<file path="src/rtl/weighted_mirror_read_select_unit_assert.svh">
// Assertion macros for the weighted mirror read-select RTL.
`ifndef WEIGHTED_MIRROR_READ_SELECT_UNIT_ASSERT_SVH
`define WEIGHTED_MIRROR_READ_SELECT_UNIT_ASSERT_SVH

// Same-cycle implication, checked only outside reset.
`define WMRS_ASSERT_NOW(lbl, ante, cons, msg) \
    lbl: assert property (@(posedge i_clk) disable iff (!i_rst_n) (ante) |-> (cons)) \
        else $error(msg);

// Next-cycle implication, checked only outside reset.
`define WMRS_ASSERT_NEXT(lbl, ante, cons, msg) \
    lbl: assert property (@(posedge i_clk) disable iff (!i_rst_n) (ante) |=> (cons)) \
        else $error(msg);

`endif

</file>
<file path="src/rtl/wmrs_pkg.sv">
// Package with the shared types and constants of the mirror read-select unit.
package wmrs_pkg;

    localparam int COPIES     = 8;
    localparam int IDX_W      = 3;
    localparam int MASK_W     = 8;
    localparam int PREF_W     = 8;
    localparam int WEIGHT_W   = 10;
    localparam int IN_DATA_W  = 48;
    localparam int OUT_DATA_W = 32;

    typedef logic signed [WEIGHT_W-1:0] t_weight;
    typedef logic [IDX_W-1:0]           t_idx;
    typedef logic [MASK_W-1:0]          t_mask;
    typedef logic [PREF_W-1:0]          t_pref;

    localparam t_weight WEIGHT_MIN  = t_weight'({1'b1, {(WEIGHT_W-1){1'b0}}});
    localparam t_weight WEIGHT_ZERO = t_weight'(0);
    localparam t_weight WEIGHT_ONE  = t_weight'(1);

    // Commands from the sequencer to the weight bank.
    typedef struct packed {
        logic              reload;
        logic [COPIES-1:0] reload_mask;
        logic              dec;
        t_idx              dec_idx;
    } t_wb_ctl;

endpackage

</file>
<file path="src/rtl/wmrs_rank.sv">
// Shared rank unit: finds the highest-weight copy not excluded, lower index on ties.
module wmrs_rank (
    input  wmrs_pkg::t_weight          i_weights [wmrs_pkg::COPIES],
    input  logic [wmrs_pkg::COPIES-1:0] i_excl,
    output logic                        o_have,
    output wmrs_pkg::t_idx              o_best,
    output wmrs_pkg::t_weight           o_best_weight
);
    import wmrs_pkg::*;

    always_comb begin
        o_have        = 1'b0;
        o_best        = '0;
        o_best_weight = WEIGHT_ZERO;
        for (int i = 0; i < COPIES; i++) begin
            if (!i_excl[i] && (!o_have || (i_weights[i] > o_best_weight))) begin
                o_have        = 1'b1;
                o_best        = t_idx'(i);
                o_best_weight = i_weights[i];
            end
        end
    end

endmodule

</file>
<file path="src/rtl/wmrs_weights.sv">
// Weight bank: preference registers and persistent per-copy read weights.
module wmrs_weights (
    input  logic                  i_clk,
    input  logic                  i_rst_n,
    input  logic                  i_cfg_we,
    input  wmrs_pkg::t_idx        i_cfg_index,
    input  wmrs_pkg::t_pref       i_cfg_data,
    input  wmrs_pkg::t_wb_ctl     i_ctl,
    output wmrs_pkg::t_weight     o_weights [wmrs_pkg::COPIES]
);
    import wmrs_pkg::*;

    t_pref   r_pref   [COPIES];
    t_weight r_weight [COPIES];

    always_ff @(posedge i_clk) begin
        if (!i_rst_n) begin
            for (int i = 0; i < COPIES; i++) begin
                r_pref[i]   <= '0;
                r_weight[i] <= WEIGHT_ZERO;
            end
        end else begin
            if (i_cfg_we) begin
                r_pref[i_cfg_index] <= i_cfg_data;
            end
            // Reload and decrement never come in the same cycle.
            for (int i = 0; i < COPIES; i++) begin
                if (i_ctl.reload && i_ctl.reload_mask[i]) begin
                    r_weight[i] <= t_weight'({{(WEIGHT_W-PREF_W){1'b0}}, r_pref[i]})
                                   + WEIGHT_ONE;
                end else if (i_ctl.dec && (i_ctl.dec_idx == t_idx'(i))
                             && (r_weight[i] != WEIGHT_MIN)) begin
                    r_weight[i] <= r_weight[i] - WEIGHT_ONE;
                end
            end
        end
    end

    always_comb begin
        for (int i = 0; i < COPIES; i++) begin
            o_weights[i] = r_weight[i];
        end
    end

endmodule

</file>
<file path="src/rtl/weighted_mirror_read_select_unit.sv">
// Top level of the weighted mirror read-select unit: sequencer and result register.
//
// Usage: one read request arrives as a transfer on the s_axis channel; tdata carries
// the six per-copy masks. One result leaves on the m_axis channel with the chosen
// copy, the fallback flag and the updated tried, skipped and speculative masks.
// Preference weights are written on the cfg channel, which is always ready; write
// them only while no request is in flight.
// A request passes through the reload check, one visit per copy in weight order
// (1 to 8 visits) and a finishing step that loads the result register behind
// m_axis_tvalid. The single rank comparator is shared by the reload check and every
// visit. A new request is taken once the previous one has reached the result
// register, so requests pass through the sequencer one at a time.
// Reset clears all weights and preference registers to zero, so the first request
// reloads every present copy to weight one unless a preference was written first.
// When the receiver stalls, the result holds in the output register; one more request
// can be worked on meanwhile and waits in its finishing state until the register frees.
module weighted_mirror_read_select_unit (
    input  logic                             i_clk,
    input  logic                             i_rst_n,
    // Request: present, readable, stale, tried_in, skipped_in, speculative_in,
    // eight bits each from the lowest bit up.
    input  logic                             s_axis_tvalid,
    output logic                             s_axis_tready,
    input  logic [wmrs_pkg::IN_DATA_W-1:0]   s_axis_tdata,
    // Result: found, chosen_copy[3], by_fallback, tried_out[8], skipped_out[8],
    // speculative_out[8] from the lowest bit up, then three zero bits.
    output logic                             m_axis_tvalid,
    input  logic                             m_axis_tready,
    output logic [wmrs_pkg::OUT_DATA_W-1:0]  m_axis_tdata,
    input  logic                             i_cfg_valid,
    output logic                             o_cfg_ready,
    input  wmrs_pkg::t_idx                   i_cfg_index,
    input  wmrs_pkg::t_pref                  i_cfg_data
);
    import wmrs_pkg::*;

    typedef enum logic [1:0] {
        S_IDLE,
        S_CHECK,
        S_SCAN,
        S_FIN
    } t_state;

    t_state            r_state, n_state;
    t_mask             r_present, n_present;
    t_mask             r_readable, n_readable;
    t_mask             r_stale, n_stale;
    t_mask             r_tried, n_tried;
    t_mask             r_skipped, n_skipped;
    t_mask             r_spec, n_spec;
    logic [COPIES-1:0] r_visited, n_visited;
    logic              r_found, n_found;
    t_idx              r_chosen, n_chosen;
    logic              r_out_valid, n_out_valid;
    logic [OUT_DATA_W-1:0] r_out_data, n_out_data;

    t_weight           w_weights [COPIES];
    logic [COPIES-1:0] w_excl;
    logic              w_have;
    t_idx              w_best;
    t_weight           w_best_weight;
    t_wb_ctl           w_ctl;
    t_mask             w_bit;
    logic              w_fb_hit;
    t_idx              w_fb_idx;
    logic              w_in_xfer;

    assign o_cfg_ready   = 1'b1;
    assign s_axis_tready = (r_state == S_IDLE);
    assign w_in_xfer     = s_axis_tvalid && s_axis_tready;
    assign m_axis_tvalid = r_out_valid;
    assign m_axis_tdata  = r_out_data;

    assign w_excl = (r_state == S_CHECK) ? ~r_present[COPIES-1:0] : r_visited;
    assign w_bit  = t_mask'(1) << w_best;

    wmrs_rank u_rank (
        .i_weights     (w_weights),
        .i_excl        (w_excl),
        .o_have        (w_have),
        .o_best        (w_best),
        .o_best_weight (w_best_weight)
    );

    wmrs_weights u_weights (
        .i_clk       (i_clk),
        .i_rst_n     (i_rst_n),
        .i_cfg_we    (i_cfg_valid && o_cfg_ready),
        .i_cfg_index (i_cfg_index),
        .i_cfg_data  (i_cfg_data),
        .i_ctl       (w_ctl),
        .o_weights   (w_weights)
    );

    // Lowest present copy that is still untried after the scan.
    always_comb begin
        w_fb_hit = 1'b0;
        w_fb_idx = '0;
        for (int i = 0; i < COPIES; i++) begin
            if (!w_fb_hit && !r_tried[i] && r_present[i]) begin
                w_fb_hit = 1'b1;
                w_fb_idx = t_idx'(i);
            end
        end
    end

    always_comb begin
        n_state     = r_state;
        n_present   = r_present;
        n_readable  = r_readable;
        n_stale     = r_stale;
        n_tried     = r_tried;
        n_skipped   = r_skipped;
        n_spec      = r_spec;
        n_visited   = r_visited;
        n_found     = r_found;
        n_chosen    = r_chosen;
        n_out_valid = r_out_valid && !m_axis_tready;
        n_out_data  = r_out_data;
        w_ctl       = '0;

        case (r_state)
            S_IDLE: begin
                if (w_in_xfer) begin
                    n_present  = s_axis_tdata[7:0];
                    n_readable = s_axis_tdata[15:8];
                    n_stale    = s_axis_tdata[23:16];
                    n_tried    = s_axis_tdata[31:24];
                    n_skipped  = s_axis_tdata[39:32];
                    n_spec     = s_axis_tdata[47:40];
                    n_visited  = '0;
                    n_found    = 1'b0;
                    n_chosen   = '0;
                    n_state    = S_CHECK;
                end
            end
            S_CHECK: begin
                // Reload when no present copy holds a positive weight.
                if (!(w_have && (w_best_weight > WEIGHT_ZERO))) begin
                    w_ctl.reload      = 1'b1;
                    w_ctl.reload_mask = r_present[COPIES-1:0];
                end
                n_state = S_SCAN;
            end
            S_SCAN: begin
                n_visited = r_visited | w_bit[COPIES-1:0];
                if ((r_tried & w_bit) != '0 || (r_skipped & w_bit) != '0) begin
                    // Already handled earlier for this request.
                end else if ((r_present & w_bit) == '0 || (r_readable & w_bit) == '0) begin
                    n_tried   = r_tried | w_bit;
                    n_skipped = r_skipped | w_bit;
                end else if ((r_stale & w_bit) == '0) begin
                    n_found     = 1'b1;
                    n_chosen    = w_best;
                    w_ctl.dec     = 1'b1;
                    w_ctl.dec_idx = w_best;
                end else begin
                    n_skipped = r_skipped | w_bit;
                    n_spec    = r_spec | w_bit;
                end
                if (n_found || (&n_visited)) begin
                    n_state = S_FIN;
                end
            end
            S_FIN: begin
                if (!r_out_valid || m_axis_tready) begin
                    n_out_valid = 1'b1;
                    n_out_data  = {
                        {(OUT_DATA_W-29){1'b0}},
                        r_spec,
                        r_skipped,
                        r_tried,
                        !r_found && w_fb_hit,
                        r_found ? r_chosen : (w_fb_hit ? w_fb_idx : t_idx'(0)),
                        r_found || w_fb_hit
                    };
                    n_state = S_IDLE;
                end
            end
            default: begin
                n_state = S_IDLE;
            end
        endcase
    end

    always_ff @(posedge i_clk) begin
        if (!i_rst_n) begin
            r_state     <= S_IDLE;
            r_out_valid <= 1'b0;
            r_visited   <= '0;
            r_found     <= 1'b0;
        end else begin
            r_state     <= n_state;
            r_out_valid <= n_out_valid;
            r_visited   <= n_visited;
            r_found     <= n_found;
        end
        r_present  <= n_present;
        r_readable <= n_readable;
        r_stale    <= n_stale;
        r_tried    <= n_tried;
        r_skipped  <= n_skipped;
        r_spec     <= n_spec;
        r_chosen   <= n_chosen;
        r_out_data <= n_out_data;
    end

`include "weighted_mirror_read_select_unit_assert.svh"

    `WMRS_ASSERT_NOW(a_none_is_zero, r_out_valid && !r_out_data[0], r_out_data[4:1] == 4'd0, "result without a copy carries an index or fallback flag")
    `WMRS_ASSERT_NOW(a_scan_not_done, r_state == S_SCAN, !(&r_visited), "scan step entered with every copy visited")
    `WMRS_ASSERT_NOW(a_single_weight_op, 1'b1, !(w_ctl.reload && w_ctl.dec), "reload and decrement issued together")
    `WMRS_ASSERT_NEXT(a_dec_ends_scan, w_ctl.dec, r_state == S_FIN, "scan went on after a copy was chosen")

endmodule

</file>
<file path="config.mk">
export PLATFORM = sky130hd
export DESIGN_NAME = weighted_mirror_read_select_unit
export DESIGN_NICKNAME = d
export VERILOG_FILES = /design/src/rtl/wmrs_pkg.sv /design/src/rtl/wmrs_rank.sv /design/src/rtl/wmrs_weights.sv /design/src/rtl/weighted_mirror_read_select_unit.sv
export VERILOG_INCLUDE_DIRS = /design/src /design/src/rtl
export SDC_FILE = /design/constraint.sdc
export NUM_CORES = 1
export LEC_CHECK = 0
export BUFFER_PORTS_ARGS = -buffer_cell sky130_fd_sc_hd__buf_2
export CAP_MARGIN = 20
export CORE_MARGIN = 3
export CORE_UTILIZATION = 45
export DETAILED_ROUTE_END_ITERATION = 6
export PLACE_DENSITY = 0.62
export SLEW_MARGIN = 20
export SYNTH_ARGS = -nofsm -noshare
export SYNTH_HDL_FRONTEND = slang
export SYNTH_SLANG_ARGS = --single-unit
</file>
<file path="constraint.sdc">
create_clock -name i_clk -period 23.2 [get_ports i_clk]
set_clock_uncertainty 0.05 [all_clocks]
set_input_delay 4.64 -clock i_clk [delete_from_list [all_inputs] [get_ports i_clk]]
set_output_delay 4.64 -clock i_clk [all_outputs]
set_load 0.01 [all_outputs]
</file>
## Word-level counts from Yosys, hierarchy flattened

Memories as Yosys holds them, arrays and structs flattened.
Cells that the tools add are included.

- $mul: 0
- Mux-type cells: 159
- Divide/modulo/power cells: 0
- Shift operators: 1
- Equality and inequality tests: 27
- Bitwise logic cells: 26
- Reductions and logical operators: 111
- Add/sub/neg operators: 16
- $lt $le $gt $ge: 8

Operators with widths:

| kind | number |
|---|---|
| 10-bit 2-to-1 mux | 24 |
| 8-bit 2-to-1 mux | 14 |
| 1-bit 2-to-1 mux | 86 |
| 10-bit inequality test, second input constant | 8 |
| 10-bit by 2-bit subtractor with 10-bit output, second input constant | 8 |
| 8-bit by 1-bit adder with 9-bit output, second input constant | 8 |
| 10-bit greater-than comparator | 7 |
| 8-bit case mux with 2 select lines | 4 |
| 3-bit 2-to-1 mux | 17 |
| 1-bit logical AND | 50 |
| 8-bit bitwise AND | 5 |
| 8-bit bitwise OR | 4 |
| 1-bit zero test | 31 |
| 8-bit zero test | 3 |
| 9-bit 2-to-1 mux | 2 |
| 4-bit 2-to-1 mux | 4 |
| 1-bit bitwise OR | 16 |
| 8-bit nonzero test | 2 |
| 2-bit inequality test, second input constant | 7 |
| 3-bit equality test, second input constant | 4 |
| 1-bit logical OR | 12 |
| 10-bit by 1-bit greater-than comparator with 1-bit output, second input constant | 1 |
| 2-bit 2-to-1 mux | 5 |
| 5-bit AND reduction | 2 |
| 19 further kinds | 24 |

- Memory bits (writable): 144
- Logic and storage cells: 362
- Bits in registers: 92
- Memory bits (read-only): 0
- Memories: 2
- Latch bits: 0

Memory list:

| name | words | width | rd ports | clocked after Yosys merged registers in | wr ports | line | text |
|---|---|---|---|---|---|---|---|
| u_weights.r_weight | 8 | 10 | 8 | 0 | 8 | wmrs_weights.sv:14 | `t_weight r_weight [COPIES];` |
| u_weights.r_pref | 8 | 8 | 8 | 0 | 8 | wmrs_weights.sv:13 | `t_pref r_pref [COPIES];` |

## Depth between registers and ports, before layout

- Word-level depth: 46
- Depth in mapped cells: 82
- Mapped depth without buffers: 64

## By module

A second synthesis with hierarchy kept.

- Cells, all modules: 1503
- Area total of the unflattened synthesis: 15409.8 um^2

Modules (own cells, without submodules):

| module | sequential area each (um^2) | instances | cells an instance | area each (um^2) |
|---|---|---|---|---|
| wmrs_weights | 4324.1 | 1 | 724 | 8026.4 |
| weighted_mirror_read_select_unit | 2642.5 | 1 | 362 | 4255.3 |
| wmrs_rank | 0.0 | 1 | 417 | 3128.0 |

## Worst setup path after synthesis

Ideal clock, no wire load.

- Kind: register to register
- Start: reg r_state[1]
- End: mem u_weights.r_weight[0][0] (netlist name), enable pin
- Path slack: 7097 ps
- Cell stages (with the launch flop): 72
- Arrival time: 15704 ps
- Setup time: 349 ps
- Clock period less this slack: 16103 ps
- Data required time: 22801 ps
- Buffers on the path: 16
- Cell sequence: dfxtp_1 -> inv_1 -> ha_1 -> buf_2 -> buf_6 -> o21ai_0 -> clkbuf_1 -> nand2_1 -> ha_1 -> and4_1 -> a221o_1 -> o2bb2ai_2 -> buf_6 -> a22oi_1 -> ha_1 -> a21o_1 -> a221oi_1 -> nand2_1 -> [... 36 more ...] -> a211oi_4 -> nor2_2 -> clkbuf_1 -> o311a_1 -> ha_1 -> nand4_1 -> or3_1 -> a41o_1 -> o21a_1 -> or3_1 -> buf_2 -> nor3b_4 -> o211ai_1 -> a21o_1 -> nor3_2 -> o2111ai_1 -> buf_2 -> nand3_1

RTL lines:

| element | line | text |
|---|---|---|
| start, declared | weighted_mirror_read_select_unit.sv:44 | `t_state r_state, n_state;` |
| start signal, assigned | weighted_mirror_read_select_unit.sv:193 | `r_state <= n_state;` |
| end, declared | wmrs_weights.sv:14 |  |

==> results by stage <==
Detailed routing:
- The number of DRC markers in iteration 0 is 1164.
- The final route contains 12000 vias.
- The count of nets left with antenna violations after detail routing is 0.
- The first TritonRoute pass finished after 5 iterations.
- In the final routed layout, each cell accounts on average for 21.4 um.
- For this run, design rule violations remaining after detail routing come to 0.
- The total wirelength of the detailed-routed design is 43.1 mm.
- In the routed layout, each cell is associated on average with a via count of 5.95.

Placement:
- The post-DP HPWL is 32.7 mm.
- The number of placed cells counting well taps is 1965.
- The routability congestion estimate from global placement is 0.929.
- The total of buffers placed on input and output ports is 94.

Worst setup path:
- The worst setup path is captured at a flip-flop.
- In this design, the stage delay of the slowest critical-path cell is 1.02 ns.
- The critical path startpoint category is a flip-flop.
- The critical path required time is 23.26 ns.
- Data arrives at the worst endpoint at 19.61 ns.
- The worst setup path is of the flip-flop to flip-flop kind.
- The largest delay contributor family on the critical path is compound AO/OA/AOI/OAI gates.
- The most frequent cell on the critical path is sky130_fd_sc_hd__ha_1.
- For this design, the slowest cell found on the critical path is sky130_fd_sc_hd__nor3_1.
- The highest net fanout along the worst path is 40.
- The count of buffering cells on the critical path with inverters included is 4.

CTS:
- The CTS tree is built.
- The number of hold buffers added after CTS is 0.
- After clock tree synthesis, the setup repair step added 0 buffers.
- After clock tree synthesis, the repair step resized 0 gates.
- The clock latency of the later-clocked register in the worst-skew pair is 0.55 ns.
- The maximum clock insertion buffer count is 3.
- In this run the number of H-tree levels came out at 1.
- Clock tree synthesis selected as its root buffer the cell sky130_fd_sc_hd__clkbuf_16.
- Counting every sink on the clock net gives 236.
- The total CTS buffers is 27.
- The clock transition at the register clock pins on the worst setup and hold paths after CTS is 0.06 ns.

Floorplanning:
- The effective utilization at floorplan is 0.459.
- The die height is 189 um.
- The region available for standard cell placement spans 0.0328 sq mm.
- The die covers 0.0357 sq mm.
- The floorplan has 66 rows.
- The count of boundary I/O pins is 99.
- The floorplan step set the die width to 189 um.

Global routing:
- The wire length of the first global-routing pass is 66.4 mm.
- In the global route stage, overall resource usage came out at 0.236.
- The global-route congestion overflow total is 0.
- The number of antenna violations at the first check in global routing came to 0.
- Entering global routing, the biggest net connects 68 pins.
- The number of global-route vias before repair is 11300.

STA:
- Timing would allow up to 51.1 MHz.
- The summed negative setup slack over all endpoints is 0 ns.
- The number of max-slew violations in the final report is 0.
- The transition at the pin with the smallest max-transition slack is 1.16 ns.
- The relative slew slack is 0.219.
- The clock period minus worst slack is 19.55 ns.
- The number of failing hold endpoints at the final stage was 0.
- Of the available clock period, the critical path in the final layout requires 0.843.
- The number of failing setup endpoints in the final timing report is 0.
- Setup repair after global routing left no endpoint under its margin.

Logic synthesis:
- After synthesis the netlist holds a flip-flop and latch count of 236.
- Sorting the synthesized cells by how often they occur yields sky130_fd_sc_hd__edfxtp_1, sky130_fd_sc_hd__nand2_1, sky130_fd_sc_hd__nor2_1.
- Yosys mapped the design onto 98 distinct sky130hd cell types.
- The portion of the post-synthesis area used by sequential elements is 0.463.
- The cell area after synthesis is 0.0151 sq mm.
- Of the post-synthesis cell area, the dominant cell type holds 0.447.
- The cell with the most instances after synthesis is sky130_fd_sc_hd__edfxtp_1.
- The share of flip-flops with an asynchronous set or reset is 0.
- Synthesis produced 1478 cells.
- The largest total area in the synthesized netlist belongs to sky130_fd_sc_hd__edfxtp_1.
- The main flop type after synthesis is sky130_fd_sc_hd__edfxtp_1.
- The average instance area after synthesis is 10.2 sq um.
- The synthesized design contains 224 enable-type register cells.
- Ranked by total cell area, the synthesized netlist is headed by sky130_fd_sc_hd__edfxtp_1, sky130_fd_sc_hd__ha_1, sky130_fd_sc_hd__xnor2_1.
- The number of warning messages in the yosys log is 0.

Cells and area:
- Of the cells placed in the final design, the portion with a size suffix greater than 1 is 0.123.
- After the flow finishes, the layout carries non-filler instances totaling 2015.
- The repair_antennas step left the layout with diodes totalling 0.
- In the final design database the tool counted 1706 nets.
- The layout overhead on the synthesized area is 10.8%.
- Counting the fill cells in the layout gives 3005.

Worst hold path:
- The min-delay analysis places its worst path in the category flip-flop to flip-flop.

Run:
- The max-capacitance violation count is 0.

Status:
- The flow ran to the end, and the final reports show no timing, DRC or antenna violations.
==> layout by cell type, fill, tap and decap left out, drive strengths merged, types with 13 or more instances in the layout <==
cell type	count
nand3	56
xnor2	69
or3	16
inv	59
nor3	63
xor2	40
a21oi	78
nand2b	19
a22oi	13
nor2	126
nand4	21
nor4	14
ha	90
o21ai	55
o22ai	56
o211ai	17
and3	15
clkinv	17
buf	100
edfxtp	224
nor2b	17
clkbuf	29
and2	75
nand2	126
==> metrics by stage <==
stage	hold slack, ns	worst slack [ns]	area [sq um]	utilization
final	0.406	3.65	16700	0.509
after global routing	0.412	2.44	16700	0.509
after CTS	0.406	4.02	16700	0.509
after detailed placement	0.390	4.06	15800	0.483
after global placement	0.387	4.16	15800	0.483
after floorplan	0.377	7.10	15100	-
==> cell type report <==
cell class,instances,area (sq um),area share
Clock buffer,29,683,0.0409
Clock inverter,21,156,0.00937
Inverter,59,221,0.0133
Multi-Input combinational cell,1128,7590,0.455
Sequential cell,236,6970,0.417
Tap cell,442,553,0.0331
Timing Repair Buffer,100,515,0.0309
==> sequential cells by signal, summed over array words and instances (netlist names), 2 cells and up <==
signal,count
r_present,8
r_tried,8
u_weights.r_pref,64
r_stale,8
m_axis_tdata,29
r_spec,8
r_readable,8
r_skipped,8
r_state,2
u_weights.r_weight,80
r_chosen,3
r_visited,8
==> kinds of logic (layout without fill, tap and decap cells) <==
group,Yosys count,count (layout),share of synthesized area
AOI/OAI and AO/OA,333,333,0.156
xor gates and xnor gates,109,109,0.0634
adders and majority gates,90,90,0.0748
buffers and inverters,116,209,0.0345
DFF,236,236,0.463
muxes,19,19,0.0135
other,2,4,0.000499
and+or+nand+nor,573,573,0.194
==> per-layer routing <==
layer | share of wire | GRT usage
met5 | 0 | 0
met4 | 0.032 | 0.0696
met3 | 0.076 | 0.0365
met2 | 0.43 | 0.362
met1 | 0.46 | 0.346
==> final timing paths <==
path,start,to,slack [ns],cells after the start
min reg2reg,r_spec[3],m_axis_tdata[24],0.41,0
max,r_state[1],u_weights.r_weight[1][5],3.65,60
min,r_spec[3],m_axis_tdata[24],0.41,0
max reg2reg,r_state[1],u_weights.r_weight[1][5],3.65,60
Power is not shown: default switching activity piles up to over one toggle a cycle in this logic, so the estimate is an artifact.
